--- src/wss_pkg.sv ---
// Shared types and constants of the windowed sample statistics unit.
package wss_pkg;

  localparam int VALUE_BITS = 32;
  localparam int TIME_BITS = 63;
  localparam int WIN_BITS = 8;
  localparam int OP_BITS = 4;
  localparam int IN_TDATA_W = 104;
  localparam int OUT_TDATA_W = 232;

  localparam logic [OP_BITS-1:0] OP_PUSH = 4'd0;
  localparam logic [OP_BITS-1:0] OP_PEAK = 4'd1;
  localparam logic [OP_BITS-1:0] OP_PEAK_RST = 4'd2;
  localparam logic [OP_BITS-1:0] OP_CLEAR = 4'd3;
  localparam logic [OP_BITS-1:0] OP_MEAN = 4'd4;
  localparam logic [OP_BITS-1:0] OP_STDDEV = 4'd5;
  localparam logic [OP_BITS-1:0] OP_MIN = 4'd6;
  localparam logic [OP_BITS-1:0] OP_MAX = 4'd7;
  localparam logic [OP_BITS-1:0] OP_SAMPLE = 4'd8;
  localparam logic [OP_BITS-1:0] OP_STATUS = 4'd9;

  localparam logic REG_ERROR_VALUE = 1'b0;
  localparam logic REG_ERR_CMP_EN = 1'b1;

  localparam logic signed [VALUE_BITS-1:0] VAL_MAX = {1'b0, {(VALUE_BITS-1){1'b1}}};
  localparam logic signed [VALUE_BITS-1:0] VAL_MIN = {1'b1, {(VALUE_BITS-1){1'b0}}};

  localparam logic [1:0] ARITH_MUL = 2'd0;
  localparam logic [1:0] ARITH_DIV = 2'd1;
  localparam logic [1:0] ARITH_SQRT = 2'd2;

  typedef struct packed {
    logic       start;
    logic [1:0] op;
  } arith_req_t;

endpackage

--- src/wss_arith.sv ---
// Bit-serial shared unit: shift-add multiply, restoring divide and integer square root.
module wss_arith #(
  parameter int SW = 39
) (
  input  logic                 clk,
  input  logic                 rst_n,
  input  wss_pkg::arith_req_t  req,
  input  logic [2*SW-1:0]      opa,
  input  logic [SW-1:0]        opb,
  output logic                 done,
  output logic [2*SW-1:0]      result
);

  localparam int MW = 2 * SW;
  localparam int KW = $clog2(SW + 1);

  logic          busy_r, busy_nxt;
  logic          done_r, done_nxt;
  logic [1:0]    op_r, op_nxt;
  logic [KW-1:0] cnt_r, cnt_nxt;
  logic [MW-1:0] acc_r, acc_nxt;
  logic [MW-1:0] a_r, a_nxt;
  logic [SW-1:0] b_r, b_nxt;
  logic [SW+1:0] rem_r, rem_nxt;

  always_comb begin
    logic [SW+1:0] rem_div;
    logic [SW+1:0] rem_sq;
    logic [SW+1:0] trial;
    rem_div = {rem_r[SW:0], a_r[SW-1]};
    rem_sq = {rem_r[SW-1:0], a_r[MW-1 -: 2]};
    trial = {acc_r[SW-1:0], 2'b01};
    busy_nxt = busy_r;
    done_nxt = 1'b0;
    op_nxt = op_r;
    cnt_nxt = cnt_r;
    acc_nxt = acc_r;
    a_nxt = a_r;
    b_nxt = b_r;
    rem_nxt = rem_r;
    if (req.start) begin
      busy_nxt = 1'b1;
      op_nxt = req.op;
      cnt_nxt = KW'(SW);
      acc_nxt = '0;
      a_nxt = opa;
      b_nxt = opb;
      rem_nxt = '0;
    end else if (busy_r) begin
      case (op_r)
        wss_pkg::ARITH_MUL: begin
          acc_nxt = {acc_r[MW-2:0], 1'b0} + (b_r[SW-1] ? a_r : '0);
          b_nxt = {b_r[SW-2:0], 1'b0};
        end
        wss_pkg::ARITH_DIV: begin
          if (rem_div >= {2'b00, b_r}) begin
            rem_nxt = rem_div - {2'b00, b_r};
            acc_nxt = {acc_r[MW-2:0], 1'b1};
          end else begin
            rem_nxt = rem_div;
            acc_nxt = {acc_r[MW-2:0], 1'b0};
          end
          a_nxt = {a_r[MW-2:0], 1'b0};
        end
        wss_pkg::ARITH_SQRT: begin
          if (rem_sq >= trial) begin
            rem_nxt = rem_sq - trial;
            acc_nxt = {acc_r[MW-2:0], 1'b1};
          end else begin
            rem_nxt = rem_sq;
            acc_nxt = {acc_r[MW-2:0], 1'b0};
          end
          a_nxt = {a_r[MW-3:0], 2'b00};
        end
        default: begin
          acc_nxt = acc_r;
        end
      endcase
      cnt_nxt = cnt_r - 1'b1;
      if (cnt_r == KW'(1)) begin
        busy_nxt = 1'b0;
        done_nxt = 1'b1;
      end
    end
  end

  always_ff @(posedge clk) begin
    if (!rst_n) begin
      busy_r <= 1'b0;
      done_r <= 1'b0;
    end else begin
      busy_r <= busy_nxt;
      done_r <= done_nxt;
    end
  end

  always_ff @(posedge clk) begin
    op_r <= op_nxt;
    cnt_r <= cnt_nxt;
    acc_r <= acc_nxt;
    a_r <= a_nxt;
    b_r <= b_nxt;
    rem_r <= rem_nxt;
  end

  assign done = done_r;
  assign result = acc_r;

endmodule

--- config.mk ---
export PLATFORM = sky130hd
export DESIGN_NAME = wss_arith
export DESIGN_NICKNAME = d
export VERILOG_FILES = /design/src/wss_pkg.sv /design/src/wss_arith.sv
export SDC_FILE = /design/constraint.sdc
export NUM_CORES = 1
export LEC_CHECK = 0
export ABC_AREA = 1
export BUFFER_PORTS_ARGS = -buffer_cell sky130_fd_sc_hd__buf_2
export CAP_MARGIN = 20
export CORE_ASPECT_RATIO = 2
export CORE_UTILIZATION = 30
export CTS_CLUSTER_DIAMETER = 30
export DETAILED_ROUTE_END_ITERATION = 8
export GPL_ROUTABILITY_DRIVEN = 0
export PLACE_DENSITY = 0.45
export SKIP_CTS_REPAIR_TIMING = 1
export SLEW_MARGIN = 20
export SYNTH_ARGS = -nofsm -noshare
export SYNTH_HDL_FRONTEND = slang
export SYNTH_SLANG_ARGS = --single-unit
export TNS_END_PERCENT = 30
--- constraint.sdc ---
create_clock -name clk -period 6.9 [get_ports clk]
set_input_delay 1.38 -clock clk [delete_from_list [all_inputs] [get_ports clk]]
set_output_delay 1.38 -clock clk [all_outputs]
set_load 0.02 [all_outputs]
==> impl_metrics.env <==
export IMPL_drt_pass1_iter_count=6
export IMPL_syn_to_final_growth_pct=15.83
export IMPL_synthesis_nets=4777
export IMPL_yosys_most_used_dff="dfxtp_1"
export IMPL_finalSetupTns_ps=0
export IMPL_viasPerCell=4.977
export IMPL_vdd_ir_drop_max_mv=0.1711
export IMPL_coreArea_um2=85020
export IMPL_drt_iter0_drc=1498
export IMPL_period_share=0.6030
export IMPL_crit_path_end_kind="flop"
export IMPL_timing_final_ws_setup_ps=2739
export IMPL_fin_nets=4924
export IMPL_die_y_um=417.1
export IMPL_synth_cell_types=46
export IMPL_fin_area_um2=29930
export IMPL_setup_viol=0
export IMPL_grt_pass1_wl_um=179700
export IMPL_holdWs_ps=460.4
export IMPL_clockBufferDepth=3
export IMPL_antenna_found_initial=2
export IMPL_finalHoldViolations=0
export IMPL_clock_latency_ps=640
export IMPL_port_buffers=200
export IMPL_avgSynthCellArea_um2=5.754
export IMPL_placed_area_um2=27760
export IMPL_syn_area_um2=25840
export IMPL_cpMaxStageDelayCell="a21oi_1"
export IMPL_min_period_ps=4161
export IMPL_clock_skew_ps=18.34
export IMPL_cp_max_fo=77
export IMPL_ys_seq_area_frac=0.2359
export IMPL_cp_start_kind="flop"
export IMPL_slew_headroom=0.2580
export IMPL_start_util=0.3039
export IMPL_cap_violations=0
export IMPL_cts_buffers=66
export IMPL_arrival_ps=4630
export IMPL_cts_root_buf="clkbuf_16"
export IMPL_worst_ep_required_time_ps=7370
export IMPL_grt_max_degree=79
export IMPL_rows=151
export IMPL_critPathMaxStageDelay_ps=720
export IMPL_cts_sinks=245
export IMPL_fin_util=0.3521
export IMPL_fmax_mhz=240.3
export IMPL_path_clk_slew_ps=50
export IMPL_die_area_um2=87390
export IMPL_synth_warnings=0
export IMPL_layout_drive_gt1_share=0.08655
export IMPL_pin_count=201
export IMPL_criticalPathCategory="reg2reg"
export IMPL_overflow=0
export IMPL_worstHoldPathType="reg2reg"
export IMPL_grt_usage=0.2767
export IMPL_dp_worst_setup_slack_ps=2829
export IMPL_ys_ff_latch=245
export IMPL_antenna_cells=0
export IMPL_async_flop_share=0
export IMPL_crit_top_cell="nand2_1"
export IMPL_wirelength_um=120400
export IMPL_synth_cells=4491
export IMPL_p_per_area_nw_per_um2=256.4
export IMPL_hpwl_um=98520
export IMPL_wl_per_cell_um=20.89
export IMPL_crit_chain="buf_4 -> nand2_1 -> inv_1 -> ha_1 -> nand2_1 -> inv_1 -> nand2_1 -> nand2_1 -> nand2_1 -> nand3_1 -> a21oi_1 -> nor2_1 -> nor2_1 -> nand2_1 -> nand2_1 -> nand3_1 -> nand2_1 -> a21oi_1"
export IMPL_num_vias=28680
export IMPL_rsz0062_at_grt="false"
export IMPL_finalMaxSlewViolations=0
export IMPL_htree_levels=3
export IMPL_postRouteAntennaNets=0
export IMPL_leakage_nw=16.13
export IMPL_die_w_um=209.5
export IMPL_cts_tree="yes"
export IMPL_synth_edf_count=119
export IMPL_drc=0
export IMPL_tightest_slew_ps=1109
export IMPL_status="finished clean"
export IMPL_grt_pass1_vias=29760
==> metal layers <==
| layer | GRT usage | share of wire | wire length [µm] |
|---|---|---|---|
| met2 | 0.5338 | 0.53 | 64000 |
| met1 | 0.2450 | 0.33 | 40060 |
| met4 | 0.2445 | 0.10 | 12030 |
| met3 | 0.04220 | 0.036 | 4292 |
| met5 | 0 | 0 | 0 |
==> sequential cells by signal, summed over array words and instances (netlist names) <==
register,cells
busy_r,1
a_r,78
cnt_r,6
result,78
done,1
rem_r,40
op_r,2
b_r,39
==> kinds of logic (layout without fill, tap and decap cells) <==
family          count (synthesis)  in the layout  synth area share
buf+inv                       923           1123            0.1380
xor+xnor                       66             66           0.02237
compound gates                717            717            0.1490
simple gates                 2376           2376            0.3747
fa+ha+maj                     164            164           0.07999
flops                         245            245            0.2359
==> cells in the final DEF (no fill, tap or decap), drive strengths merged, types with 37 or more instances in the layout <==
cell	n
a21oi	482
edfxtp	119
nand3	359
o21ai	140
or2	37
xor2	59
inv	786
clkbuf	79
nor2	389
dfxtp	126
nand2	1532
buf	219
ha	162
o21bai	51
==> synthesized netlist by cell type (4+ instances only) <==
cell,n,area share
a21oi_1,479,0.093
ha_1,162,0.078
o21a_1,5,0.0015
nand2_2,4,0.00097
nor2_1,375,0.054
xnor2_1,7,0.0024
o21bai_1,51,0.015
nand4_1,25,0.0061
nand2_1,1525,0.22
nor4_1,11,0.0027
edfxtp_1,119,0.14
buf_6,4,0.0017
a21o_1,6,0.0017
nor3_1,16,0.0031
buf_1,15,0.0022
a221oi_1,13,0.0044
clkbuf_1,98,0.014
dfxtp_1,126,0.098
or2_2,36,0.0087
xor2_1,59,0.020
nand3_1,356,0.069
o21ai_0,137,0.027
nor2_2,13,0.0031
buf_2,17,0.0033
inv_1,779,0.11
o211ai_1,12,0.0035
and2_1,4,0.00097
==> where the power goes <==
group,internal [W],switching (W)
combinational,0.000821,0.00193
clock,0.00202,0.00105
sequential,0.00168,0.000174
==> area by class of cell <==
cell class | count | area (µm²)
Clock buffer | 79 | 1773
Clock inverter | 42 | 402.9
Fill cell | 9810 | 55090
Inverter | 783 | 2944
Multi-Input combinational cell | 3323 | 16210
Sequential cell | 245 | 6096
Tap cell | 1071 | 1340
Timing Repair Buffer | 219 | 1166
==> worst paths after layout <==
| kind | start | end | slack [ps] | cells after the start |
|---|---|---|---|---|
| hold reg to reg | cnt_r[5]$_SDFFE_PP1P_ | cnt_r[5]$_SDFFE_PP1P_ | 460 | 2 |
| setup reg to reg | b_r[38]$_DFFE_PP_ | result[68]$_SDFFE_PP0P_ | 2740 | 18 |
| setup / recovery | b_r[38]$_DFFE_PP_ | result[68]$_SDFFE_PP0P_ | 2740 | 18 |
| hold / removal | cnt_r[5]$_SDFFE_PP1P_ | cnt_r[5]$_SDFFE_PP1P_ | 460 | 2 |
==> metrics by stage <==
step | power, W | cells
global placement | 0.004618 | 5641
global route | 0.008121 | 5762
CTS | 0.007732 | 5762
detailed placement | 0.004618 | 5641
finish | 0.007676 | 5762
floorplan | 0.003712 | 4491
==> critical path, delay by kind of cell (launching register included) <==
kind | cells | cell delay, ps
fa+ha+maj | 1 | 290
flops | 1 | 340
compound gates | 2 | 790
simple gates | 12 | 1620
buf+inv | 3 | 850
Note: power is estimated with default switching activity, not from simulation.
